[config.mk]
export PLATFORM = sky130hd
export DESIGN_NAME = pipu_vertex_store
export DESIGN_NICKNAME = d
export VERILOG_FILES = /design/src/hw/rtl/pipu_pkg.sv /design/src/hw/rtl/pipu_vertex_store.sv
export SDC_FILE = /design/constraint.sdc
export NUM_CORES = 2
export LEC_CHECK = 0
export BUFFER_PORTS_ARGS = -buffer_cell sky130_fd_sc_hd__buf_4
export CAP_MARGIN = 20
export CORE_MARGIN = 2
export CORE_UTILIZATION = 55
export DETAILED_ROUTE_END_ITERATION = 8
export PLACE_DENSITY = 0.81
export SLEW_MARGIN = 0
export SYNTH_ARGS = -nofsm -noshare
export SYNTH_HDL_FRONTEND = slang
export SYNTH_SLANG_ARGS = --single-unit
[constraint.sdc]
create_clock -name clock -period 6.5 [get_ports clock]
set_input_delay 1.95 -clock clock [delete_from_list [all_inputs] [get_ports clock]]
set_output_delay 1.95 -clock clock [all_outputs]
set_load 0.1 [all_outputs]
[src/hw/rtl/pipu_pkg.sv]
// shared types, constants and helpers for the point-in-polygon test unit
// no dependencies; imported by the interface, vertex store, edge pipe and top-level files
`default_nettype none

package pipu_pkg;

   localparam int MAX_VERTICES = 64;
   localparam int VIDX_W       = (MAX_VERTICES > 1) ? $clog2(MAX_VERTICES) : 1;
   localparam int CNT_W        = $clog2(MAX_VERTICES + 1);

   localparam int COORD_W  = 16;
   localparam int DIFF_W   = COORD_W + 1;
   localparam int PROD_W   = 2 * DIFF_W;
   localparam int CSR_W    = 7;
   localparam int INIDX_W  = 6;

   localparam logic ACT_LOAD  = 1'b0;
   localparam logic ACT_QUERY = 1'b1;

   typedef logic signed [COORD_W-1:0] coord_type;
   typedef logic signed [DIFF_W-1:0]  diff_type;
   typedef logic signed [PROD_W-1:0]  prod_type;

   typedef struct packed {
      logic [COORD_W-1:0] x;
      logic [COORD_W-1:0] y;
   } vertex_type;

   // one closed edge handed from the sequencer to the arithmetic pipe
   typedef struct packed {
      logic       valid;
      logic       last;
      vertex_type a;
      vertex_type b;
   } edge_type;

   // tag that travels beside a store read
   typedef struct packed {
      logic valid;
      logic first;
      logic last;
   } rd_tag_type;

   typedef struct packed {
      logic done;
      logic odd;
   } pipe_status_type;

   function automatic logic [CNT_W-1:0] clamp_count(input logic [CSR_W-1:0] c);
      if (32'(c) > MAX_VERTICES) begin
         return CNT_W'(MAX_VERTICES);
      end
      return CNT_W'(c);
   endfunction

   function automatic logic index_in_range(input logic [INIDX_W-1:0] idx);
      return (32'(idx) < MAX_VERTICES);
   endfunction

   function automatic diff_type sub17(input logic [COORD_W-1:0] a,
                                      input logic [COORD_W-1:0] b);
      return $signed({a[COORD_W-1], a}) - $signed({b[COORD_W-1], b});
   endfunction

endpackage

`default_nettype wire

[src/hw/rtl/pipu_vertex_store.sv]
// vertex memory: one write port, one read port with registered read data
// depends on pipu_pkg
`default_nettype none

module pipu_vertex_store import pipu_pkg::*; (
   input  logic              clock,
   input  logic              wr_en,
   input  logic [VIDX_W-1:0] wr_addr,
   input  vertex_type        wr_data,
   input  logic              rd_en,
   input  logic [VIDX_W-1:0] rd_addr,
   output vertex_type        rd_data
);

   vertex_type mem [MAX_VERTICES];
   vertex_type rd_data_ff;

   always_ff @(posedge clock) begin
      if (wr_en) begin
         mem[wr_addr] <= wr_data;
      end
   end

   always_ff @(posedge clock) begin
      if (rd_en) begin
         rd_data_ff <= mem[rd_addr];
      end
   end

   assign rd_data = rd_data_ff;

endmodule

`default_nettype wire

==> key figures <==
Power
  • Peak VDD IR: 305 uV
  • Cell leakage power: 27.4 nW
  • Power Density: 310 nW/um2

Synth
  • Avg Inst Size Synth: 23.7 um2
  • Mapped Area: 78800 um2
  • Top FF cell, synth: edfxtp_1
  • Synthesized instance count: 3324
  • Post-Syn Nets: 3371
  • Share of the synthesized area in the top cell type: 0.792
  • Synth area leader: edfxtp_1
  • Top cells by area, synth: edfxtp_1, mux4_2, mux2i_1
  • Post-synth EDFFs: 2080
  • Synth warnings: 0
  • Yosys cell types: 33
  • Fraction of registers with async set/reset: 0
  • Seq/Total Area, Yosys: 0.792
  • Flop and latch count out of synthesis: 2080

Min path
  • Worst hold path endpoint: rd_data[8]$_DFFE_PP_
  • Hold Path Cell Cnt: 4
  • HP Start: mem[12][8]$_DFFE_PP_
  • Worst Hold Class: flop to flop

Layout
  • Commonest non-fill, non-tap cell in the layout: edfxtp_1
  • Post-layout net count: 3592
  • Most frequent cells in the layout: edfxtp_1, mux4_2, clkbuf_16, buf_4, mux2i_1
  • Cell area after layout: 88500 um2
  • Synthesis-to-finish area growth: 12.3%
  • Fraction of layout cells with a size suffix above 1: 0.290

Clocking
  • Clk buf depth: 3
  • Post-CTS Setup Repair Bufs: 0
  • TritonCTS clock tree: yes
  • PostCTS Resize Cnt: 0
  • Clock latency on the worst-skew pair: 830 ps
  • H-tree depth: 4
  • Sink Count: 2080
  • Root Driver: clkbuf_16
  • # hold bufs at CTS: 0
  • Num CTS Buffers: 193
  • Clock-pin slew on the worst setup and hold paths: 70 ps

Detailed routing
  • Iteration count of the initial detailed-routing pass: 5
  • Residual DRC: 0
  • Final ANT Viol Nets: 0
  • Routed vias: 39625
  • Drt total wl: 216 mm
  • WL per Instance: 38.5 um
  • Vias/cell: 7.07
  • First DRT Iteration DRCs: 7243

Worst setup path
  • R2R cell count: 4
  • Worst Setup End Kind: flop
  • Reg2reg start: mem[36][5]$_DFFE_PP_
  • CP max FO: 41
  • Crit path largest cell delay: 870 ps
  • CP max-delay cell: o22ai_1
  • Flop2flop setup slack: 3820 ps
  • Reg2reg end: rd_data[5]$_DFFE_PP_
  • Worst path cell trace: buf_8 -> buf_12 -> buf_4 -> mux4_2 -> mux4_2 -> o22ai_1 -> nor2_1
  • Crit path kind: primary input to flop
  • Data required, critical path: 7040 ps
  • Worst Setup Start Kind: primary input
  • Arrival time at the worst endpoint: 5340 ps
  • Cell mode on critical path: mux4_2

GRT
  • First-pass GRT wire length: 303 mm
  • Antenna violations before repair: 15
  • Grt total ovfl: 0
  • All-Layer GR Usage: 0.298
  • Largest net degree at the start of global routing: 92
  • Vias in the first global route: 40127

Placement
  • IO Port Bufs: 78
  • Placed cell areas: 82500 um2
  • GPL Wtd Cong: 0.822
  • Detailed placement HPWL: 114 mm
  • Dpl ws: 934 ps

Die
  • I/O Pins: 79
  • Die footprint: 146000 um2
  • Core Footprint: 142000 um2
  • Core Rows: 138
  • Initial core utilization: 0.555
  • Die Height: 383 um
  • Die Wd: 383 um

STA
  • Worst rel slew slack: 0.231
  • Fin crit period: 4800 ps
  • Setup TNS: 0 ps
  • Setup Viol. Count Final: 0
  • Slew @ Worst Pin: 1150 ps
  • Final WS setup: 1700 ps
  • Hold WS: 853 ps
  • Fmax: 208 MHz
  • Fin crit share: 0.738
  • Endpoints failing hold: 0
  • Final Max Slew Viols: 0
  • Final setup skew: 27.5 ps
  • RSZ-0062 raised after global routing: no

Job
  • MaxCap Viol Count: 0

Status
  • Status: complete, no violations
==> routing by layer <==
metal  vias to the layer above  global-route usage  share of wire
met3                       640              0.0770           0.14
met5                         -                   0        0.00035
met2                      3798               0.473           0.48
met4                        12               0.135          0.053
li1                      14756                   -              -
met1                     20419               0.394           0.32
==> cells in the mapped netlist (5+ instances only) <==
master and number:
edfxtp_1 2080, mux4_2 544, nor2_1 137, mux2i_1 93
o22ai_1 84, clkbuf_1 74, a21oi_1 62, buf_2 57
o221ai_1 27, nand2_1 26, buf_4 25, buf_1 21
nor2b_1 15, a22oi_1 12, a311oi_1 8, nand2b_1 8
nor3_1 7, buf_6 5, nand3_1 5, nand3b_1 5
==> through the flow <==
| step | total power, mW | utilization | cells |
|---|---|---|---|
| floorplan | 16.1 | - | 3324 |
| global placement | 16.6 | 0.581 | 5239 |
| detailed placement | 16.7 | 0.581 | 5239 |
| CTS | 27.4 | 0.624 | 5592 |
| global route | 28.0 | 0.624 | 5594 |
| finish | 27.5 | 0.624 | 5601 |
==> logic make-up (layout without fill, tap and decap cells) <==
family	after synthesis	in the layout	synth area share
flip-flops	2080	2080	0.792
multiplexers	637	637	0.167
AND/OR/NAND/NOR	223	223	0.0126
AO/OA/AOI/OAI	202	202	0.0167
buffers and inverters	182	561	0.0112
other	0	8	0
==> cell type report <==
type	count	area, um2
timing repair buffer	208	1700
clock buffer	247	5140
fill	8759	53400
multi-input combinational	1062	16000
sequential	2080	62500
clock inverter	106	895
antenna	8	20.0
tap	1890	2360
==> registers in the layout, indices dropped and copies added (netlist names) <==
name / count
rd_data: 32
mem: 2048
==> critical path: cells and delay by family <==
| kind | cells | cell delay [ps] |
|---|---|---|
| buf+inv | 3 | 1210 |
| compound gates | 1 | 870 |
| mux | 2 | 1100 |
| simple gates | 1 | 100 |
==> worst max-delay path by stage <==
| stage | startpoint | endpoint | depth (start not counted) |
|---|---|---|---|
| floorplan | wr_addr[3] | mem[48][0]$_DFFE_PP_ | 4 |
| global placement | rd_addr[0] | rd_data[6]$_DFFE_PP_ | 7 |
| detailed placement | rd_addr[0] | rd_data[6]$_DFFE_PP_ | 7 |
| CTS | rd_addr[0] | rd_data[6]$_DFFE_PP_ | 7 |
| global route | rd_addr[0] | rd_data[16]$_DFFE_PP_ | 7 |
| finish | rd_addr[0] | rd_data[6]$_DFFE_PP_ | 7 |
==> power by group <==
| group | leakage, nW | internal (mW) | total [mW] | switching, mW |
|---|---|---|---|---|
| logic | 5.76 | 0.502 | 1.53 | 1.03 |
| clock network | 2.93 | 6.07 | 11.0 | 4.91 |
| registers | 18.7 | 14.9 | 14.9 | 0.0639 |
Power figures use the tool's default switching activity.
