## config.mk

```make
export PLATFORM = sky130hd
export DESIGN_NAME = pipu_edge_pipe
export DESIGN_NICKNAME = d
export VERILOG_FILES = /design/src/hw/rtl/pipu_pkg.sv /design/src/hw/rtl/pipu_edge_pipe.sv
export SDC_FILE = /design/constraint.sdc
export NUM_CORES = 2
export LEC_CHECK = 0
export ABC_AREA = 1
export BUFFER_PORTS_ARGS = -buffer_cell sky130_fd_sc_hd__buf_2
export CORE_MARGIN = 2
export CORE_UTILIZATION = 60
export CTS_CLUSTER_DIAMETER = 200
export CTS_CLUSTER_SIZE = 10
export DETAILED_ROUTE_END_ITERATION = 7
export PLACE_DENSITY = 0.79
export SYNTH_ARGS = -nofsm -noshare
export SYNTH_HDL_FRONTEND = slang
export SYNTH_SLANG_ARGS = --single-unit
export TNS_END_PERCENT = 100
```

## constraint.sdc

```tcl
create_clock -name clock -period 11.8 [get_ports clock]
set_input_delay 0.59 -clock clock [delete_from_list [all_inputs] [get_ports clock]]
set_output_delay 0.59 -clock clock [all_outputs]
set_load 0.05 [all_outputs]
```

## src/hw/rtl/pipu_pkg.sv

```systemverilog
// shared types, constants and helpers for the point-in-polygon test unit
// no dependencies; imported by the interface, vertex store, edge pipe and top-level files
`default_nettype none

package pipu_pkg;

   localparam int MAX_VERTICES = 64;
   localparam int VIDX_W       = (MAX_VERTICES > 1) ? $clog2(MAX_VERTICES) : 1;
   localparam int CNT_W        = $clog2(MAX_VERTICES + 1);

   localparam int COORD_W  = 16;
   localparam int DIFF_W   = COORD_W + 1;
   localparam int PROD_W   = 2 * DIFF_W;
   localparam int CSR_W    = 7;
   localparam int INIDX_W  = 6;

   localparam logic ACT_LOAD  = 1'b0;
   localparam logic ACT_QUERY = 1'b1;

   typedef logic signed [COORD_W-1:0] coord_type;
   typedef logic signed [DIFF_W-1:0]  diff_type;
   typedef logic signed [PROD_W-1:0]  prod_type;

   typedef struct packed {
      logic [COORD_W-1:0] x;
      logic [COORD_W-1:0] y;
   } vertex_type;

   // one closed edge handed from the sequencer to the arithmetic pipe
   typedef struct packed {
      logic       valid;
      logic       last;
      vertex_type a;
      vertex_type b;
   } edge_type;

   // tag that travels beside a store read
   typedef struct packed {
      logic valid;
      logic first;
      logic last;
   } rd_tag_type;

   typedef struct packed {
      logic done;
      logic odd;
   } pipe_status_type;

   function automatic logic [CNT_W-1:0] clamp_count(input logic [CSR_W-1:0] c);
      if (32'(c) > MAX_VERTICES) begin
         return CNT_W'(MAX_VERTICES);
      end
      return CNT_W'(c);
   endfunction

   function automatic logic index_in_range(input logic [INIDX_W-1:0] idx);
      return (32'(idx) < MAX_VERTICES);
   endfunction

   function automatic diff_type sub17(input logic [COORD_W-1:0] a,
                                      input logic [COORD_W-1:0] b);
      return $signed({a[COORD_W-1], a}) - $signed({b[COORD_W-1], b});
   endfunction

endpackage

`default_nettype wire

```

## src/hw/rtl/pipu_edge_pipe.sv

```systemverilog
// three-stage crossing test of one edge per cycle and the parity accumulator
// stage 1 classifies and takes differences, stage 2 multiplies, stage 3 compares
// depends on pipu_pkg
`default_nettype none

module pipu_edge_pipe import pipu_pkg::*; (
   input  logic            clock,
   input  logic            reset,
   input  logic            clear,
   input  vertex_type      point,
   input  edge_type        edge_in,
   output pipe_status_type status
);

   // stage 1
   logic     s1_valid_ff, s1_valid_in;
   logic     s1_last_ff, s1_last_in;
   logic     s1_fixed_ff, s1_fixed_in;
   logic     s1_fixval_ff, s1_fixval_in;
   logic     s1_bup_ff, s1_bup_in;
   diff_type s1_d1_ff, s1_d1_in;
   diff_type s1_d2_ff, s1_d2_in;
   diff_type s1_d3_ff, s1_d3_in;
   diff_type s1_d4_ff, s1_d4_in;
   // stage 2
   logic     s2_valid_ff, s2_valid_in;
   logic     s2_last_ff, s2_last_in;
   logic     s2_fixed_ff, s2_fixed_in;
   logic     s2_fixval_ff, s2_fixval_in;
   logic     s2_bup_ff, s2_bup_in;
   prod_type s2_lhs_ff, s2_lhs_in;
   prod_type s2_rhs_ff, s2_rhs_in;
   // stage 3
   logic     parity_ff, parity_in;
   logic     done_ff, done_in;

   coord_type ax, ay, bx, by, px, py;
   coord_type up_x, up_y, lo_y;
   logic      horiz, skip, up_at, lo_at, hit;

   assign ax = $signed(edge_in.a.x);
   assign ay = $signed(edge_in.a.y);
   assign bx = $signed(edge_in.b.x);
   assign by = $signed(edge_in.b.y);
   assign px = $signed(point.x);
   assign py = $signed(point.y);

   always_comb begin
      horiz = (ay == by);
      skip  = horiz || ((ay > py) && (by > py)) || ((ay < py) && (by < py));
      if (by > ay) begin
         up_y = by;
         up_x = bx;
         lo_y = ay;
      end else begin
         up_y = ay;
         up_x = ax;
         lo_y = by;
      end
      up_at = (up_y == py);
      lo_at = (lo_y == py);

      s1_valid_in  = edge_in.valid;
      s1_last_in   = edge_in.last;
      s1_fixed_in  = skip || up_at || lo_at;
      s1_fixval_in = !skip && up_at && (up_x >= px);
      s1_bup_in    = (by > ay);
      s1_d1_in     = sub17(point.y, edge_in.a.y);
      s1_d2_in     = sub17(edge_in.b.x, edge_in.a.x);
      s1_d3_in     = sub17(point.x, edge_in.a.x);
      s1_d4_in     = sub17(edge_in.b.y, edge_in.a.y);
   end

   always_comb begin
      s2_valid_in  = s1_valid_ff;
      s2_last_in   = s1_last_ff;
      s2_fixed_in  = s1_fixed_ff;
      s2_fixval_in = s1_fixval_ff;
      s2_bup_in    = s1_bup_ff;
      s2_lhs_in    = s1_d1_ff * s1_d2_ff;
      s2_rhs_in    = s1_d3_ff * s1_d4_ff;
   end

   always_comb begin
      if (s2_fixed_ff) begin
         hit = s2_fixval_ff;
      end else if (s2_bup_ff) begin
         hit = (s2_lhs_ff >= s2_rhs_ff);
      end else begin
         hit = (s2_lhs_ff <= s2_rhs_ff);
      end
      parity_in = parity_ff;
      if (clear) begin
         parity_in = 1'b0;
      end else if (s2_valid_ff) begin
         parity_in = parity_ff ^ hit;
      end
      done_in = s2_valid_ff && s2_last_ff;
   end

   always_ff @(posedge clock) begin
      if (reset) begin
         s1_valid_ff <= 1'b0;
         s2_valid_ff <= 1'b0;
         done_ff     <= 1'b0;
         parity_ff   <= 1'b0;
      end else begin
         s1_valid_ff <= s1_valid_in;
         s2_valid_ff <= s2_valid_in;
         done_ff     <= done_in;
         parity_ff   <= parity_in;
      end
   end

   always_ff @(posedge clock) begin
      s1_last_ff   <= s1_last_in;
      s1_fixed_ff  <= s1_fixed_in;
      s1_fixval_ff <= s1_fixval_in;
      s1_bup_ff    <= s1_bup_in;
      s1_d1_ff     <= s1_d1_in;
      s1_d2_ff     <= s1_d2_in;
      s1_d3_ff     <= s1_d3_in;
      s1_d4_ff     <= s1_d4_in;
      s2_last_ff   <= s2_last_in;
      s2_fixed_ff  <= s2_fixed_in;
      s2_fixval_ff <= s2_fixval_in;
      s2_bup_ff    <= s2_bup_in;
      s2_lhs_ff    <= s2_lhs_in;
      s2_rhs_ff    <= s2_rhs_in;
   end

   assign status.done = done_ff;
   assign status.odd  = parity_ff;

endmodule

`default_nettype wire

```

==> results by group <==
Setup path
  – Family of cells with the greatest summed delay on the critical path: adder cells
  – Most repeated library cell on the critical path: sky130_fd_sc_hd__fa_1
  – Critical Path RT: 12.11 ns
  – Stage delay of the slowest cell on the critical path: 0.91 ns
  – Kind of launch point of the worst setup path: register
  – Logic depth of the worst path, buffers included: 19
  – Chain of cells forming the critical path: nand2_1, inv_1, fa_1, fa_1, fa_1, fa_1, fa_1, inv_1, fa_1, inv_1, ha_1, nand2_1, nor3_1, nand3_1, nand3_1, nand2_1, o211ai_1, a21oi_1, xnor2_1
  – Maximum fanout encountered on the critical timing path: 17
  – Slowest CP cell: sky130_fd_sc_hd__fa_1
  – Reg2Reg Depth: 19
  – Nature of the critical path endpoint: register
  – Data arrival, critical path: 6.85 ns
  – Number of buffer and inverter instances along the worst setup path: 3
  – WS Path Type: reg -> reg

Synthesis
  – Synth Warn #: 0
  – Synth area leader: sky130_fd_sc_hd__fa_1
  – Cell types with the largest area share after synthesis: sky130_fd_sc_hd__fa_1 38%, sky130_fd_sc_hd__inv_1 13%, sky130_fd_sc_hd__ha_1 12%
  – Dominant cell by count in the synthesized netlist: sky130_fd_sc_hd__inv_1
  – Post-synth design cell area: 31300 µm²
  – List of most frequent post-synthesis cells: 1124 x sky130_fd_sc_hd__inv_1, 894 x sky130_fd_sc_hd__nand2_1, 596 x sky130_fd_sc_hd__fa_1
  – Primary flip-flop cell chosen by synthesis mapping: sky130_fd_sc_hd__dfxtp_1
  – Sequential-to-total area share from yosys stat: 0.0947
  – Average size of a mapped cell: 7.89 µm²
  – Number of storage elements in the synthesis netlist: 148
  – Net count of the mapped netlist: 4962
  – Share of synthesized registers carrying an async set or reset: 0
  – Synth unique cells: 50
  – Count of mapped cells out of synthesis: 3963
  – Area share of the largest cell type after synthesis: 0.382
  – Post-synth EDFFs: 0

Placement
  – GP Congestion: 0.962
  – HPWL reported at the end of detailed placement: 62900 µm
  – Number of buffers inserted by port buffering: 102
  – Placed Cells incl. Taps: 4608

Drt
  – Final routed wire length divided by cell count: 16.2 µm
  – WL final: 75400 µm
  – Number of design rule violations left after detail routing: 0
  – First DRT Iteration DRCs: 2009
  – Via count: 24500
  – Antenna-violating nets left: 0
  – Post-DR vias/cell: 5.27
  – Detailed-router iteration count before antenna repair: 6

Global routing
  – Pin count of the biggest net entering global routing: 71
  – Overall global routing resource usage: 0.296
  – First-pass GRT wire length: 125000 µm
  – Total grt overflow: 0
  – Number of antenna violations at the first check in global routing: 13
  – Number of global-route vias before repair: 25300

Timing
  – Setup-violating endpoint count in the final report: 0
  – Fin Setup TNS: 0 ns
  – Highest clock frequency the design can meet: 153 MHz
  – Time the final worst path needs with I/O delays and setup: 6.54 ns
  – Number of failing hold endpoints at the final stage: 0
  – Slew at the pin closest to its max-slew limit: 1.02 ns
  – Ratio of final minimum period to clock period: 0.554
  – Slew Limit Fails: 0
  – Worst slew margin relative to its limit: 0.319
  – RSZ-0062 raised after global routing: no
  – Worst clock skew: 0.0148 ns
  – Post-route worst hold slack: 0.257 ns

Final layout
  – Share of post-route cells with drive strength above 1: 0.0452
  – Final Non-Filler Cells: 4647
  – Growth of design area from synthesis to finish: 4.84%
  – Post-layout net count: 4946

Floorplan
  – Chip Width: 232 µm
  – Die H: 232 µm
  – Total core area: 51400 µm²
  – Num rows: 83
  – Die outline area: 54000 µm²
  – Initial Util: 0.608
  – IO Pins: 103

Hold path
  – Class of the tightest hold or removal check: in -> reg
  – Cells on Worst Hold Path: 1

Clocking
  – Number of resized instances in the post-cts repair step: 0
  – Maximum root-to-sink buffer count: 2
  – Clock slew at reported path FFs: 0.07 ns
  – Cell at the root of the clock tree: sky130_fd_sc_hd__clkbuf_16
  – Post-CTS Setup Repair Bufs: 0
  – Source-to-sink clock delay at the later pin of the worst-skew pair: 0.45 ns
  – Post-CTS Hold Buffers: 0
  – TritonCTS buffer count: 17
  – Number of sinks driven by the clock tree: 148
  – Maximum level of the CTS H-tree: 4
  – TritonCTS clock tree: yes

Outcome
  – Outcome: finished, final reports clean

Run
  – MaxCap Viol Count: 0
-- cell type report --
cell class | count | area, µm²
flip-flops and latches | 148 | 2960
inverters | 1126 | 4230
fillers | 4356 | 18600
diodes | 7 | 17.5
clock inverters | 13 | 195
repair buffers | 117 | 623
well taps | 680 | 851
clock buffers | 19 | 443
multi-input cells | 2537 | 23500
-- routing by layer --
metal | wire length [µm] | global-route usage | up-vias
met2 | 35900 | 0.490 | 859
met1 | 30800 | 0.391 | 12000
met5 | 83 | 0 | -
li1 | - | - | 11500
met4 | 2830 | 0.104 | 14
met3 | 5770 | 0.0521 | 173
-- flip-flops by register name (all words and copies together), names as in the netlist, 17 cells and up --
signal / count
s1_d1_ff: 17
s1_d2_ff: 17
s1_d3_ff: 17
s1_d4_ff: 17
s2_lhs_ff: 34
s2_rhs_ff: 34
-- worst paths after layout --
kind	from	slack [ns]	endpoint
worst max-delay path	s1_d4_ff[2]	5.26	s2_rhs_ff[33]
worst min-delay path	edge_in[64]	0.26	s1_last_ff
worst max register to register	s1_d4_ff[2]	5.26	s2_rhs_ff[33]
worst min register to register	s1_last_ff	0.33	s2_last_ff
-- cell usage in the layout, fill, tap and decap left out, types with 3 or more instances in the layout --
cell type,instances
sky130_fd_sc_hd__a21boi_1,4
sky130_fd_sc_hd__a21o_1,7
sky130_fd_sc_hd__a21oi_1,154
sky130_fd_sc_hd__a31o_2,3
sky130_fd_sc_hd__a31oi_1,9
sky130_fd_sc_hd__and2_1,3
sky130_fd_sc_hd__buf_2,102
sky130_fd_sc_hd__buf_4,15
sky130_fd_sc_hd__bufinv_16,4
sky130_fd_sc_hd__clkbuf_16,17
sky130_fd_sc_hd__clkinv_4,3
sky130_fd_sc_hd__clkinvlp_4,3
sky130_fd_sc_hd__dfxtp_1,148
sky130_fd_sc_hd__diode_2,7
sky130_fd_sc_hd__fa_1,596
sky130_fd_sc_hd__ha_1,302
sky130_fd_sc_hd__inv_1,1124
sky130_fd_sc_hd__inv_6,3
sky130_fd_sc_hd__nand2_1,894
sky130_fd_sc_hd__nand2_2,5
sky130_fd_sc_hd__nand3_1,116
sky130_fd_sc_hd__nand3_2,5
sky130_fd_sc_hd__nand3b_1,7
sky130_fd_sc_hd__nand4_1,18
sky130_fd_sc_hd__nor2_1,124
sky130_fd_sc_hd__nor2_2,3
sky130_fd_sc_hd__nor3_1,14
sky130_fd_sc_hd__nor4_1,7
sky130_fd_sc_hd__o2111ai_1,5
sky130_fd_sc_hd__o211ai_1,9
sky130_fd_sc_hd__o21a_1,8
sky130_fd_sc_hd__o21ai_0,65
sky130_fd_sc_hd__o21bai_1,7
sky130_fd_sc_hd__o221ai_1,5
sky130_fd_sc_hd__or2_2,9
sky130_fd_sc_hd__xnor2_1,57
sky130_fd_sc_hd__xor2_1,83
-- through the flow --
step / instance area [µm²] / util / setup slack (ns)
after floorplan: 31300 / - / 6.03
after global placement: 32100 / 0.625 / 5.57
after detailed placement: 32100 / 0.625 / 5.41
after CTS: 32800 / 0.637 / 5.33
after global routing: 32800 / 0.638 / 4.96
final: 32800 / 0.638 / 5.26
-- kinds of logic after synthesis --
logic type,synth area share
AND/OR/NAND/NOR,0.157
adder cells (fa/ha/maj),0.502
AO/OA/AOI/OAI,0.0521
buffers and inverters,0.155
flip-flops,0.0947
XOR/XNOR,0.0392
Power is left out: the tool's default activity adds up to more than one toggle a clock period on the data nets, which glitch-free logic cannot reach.
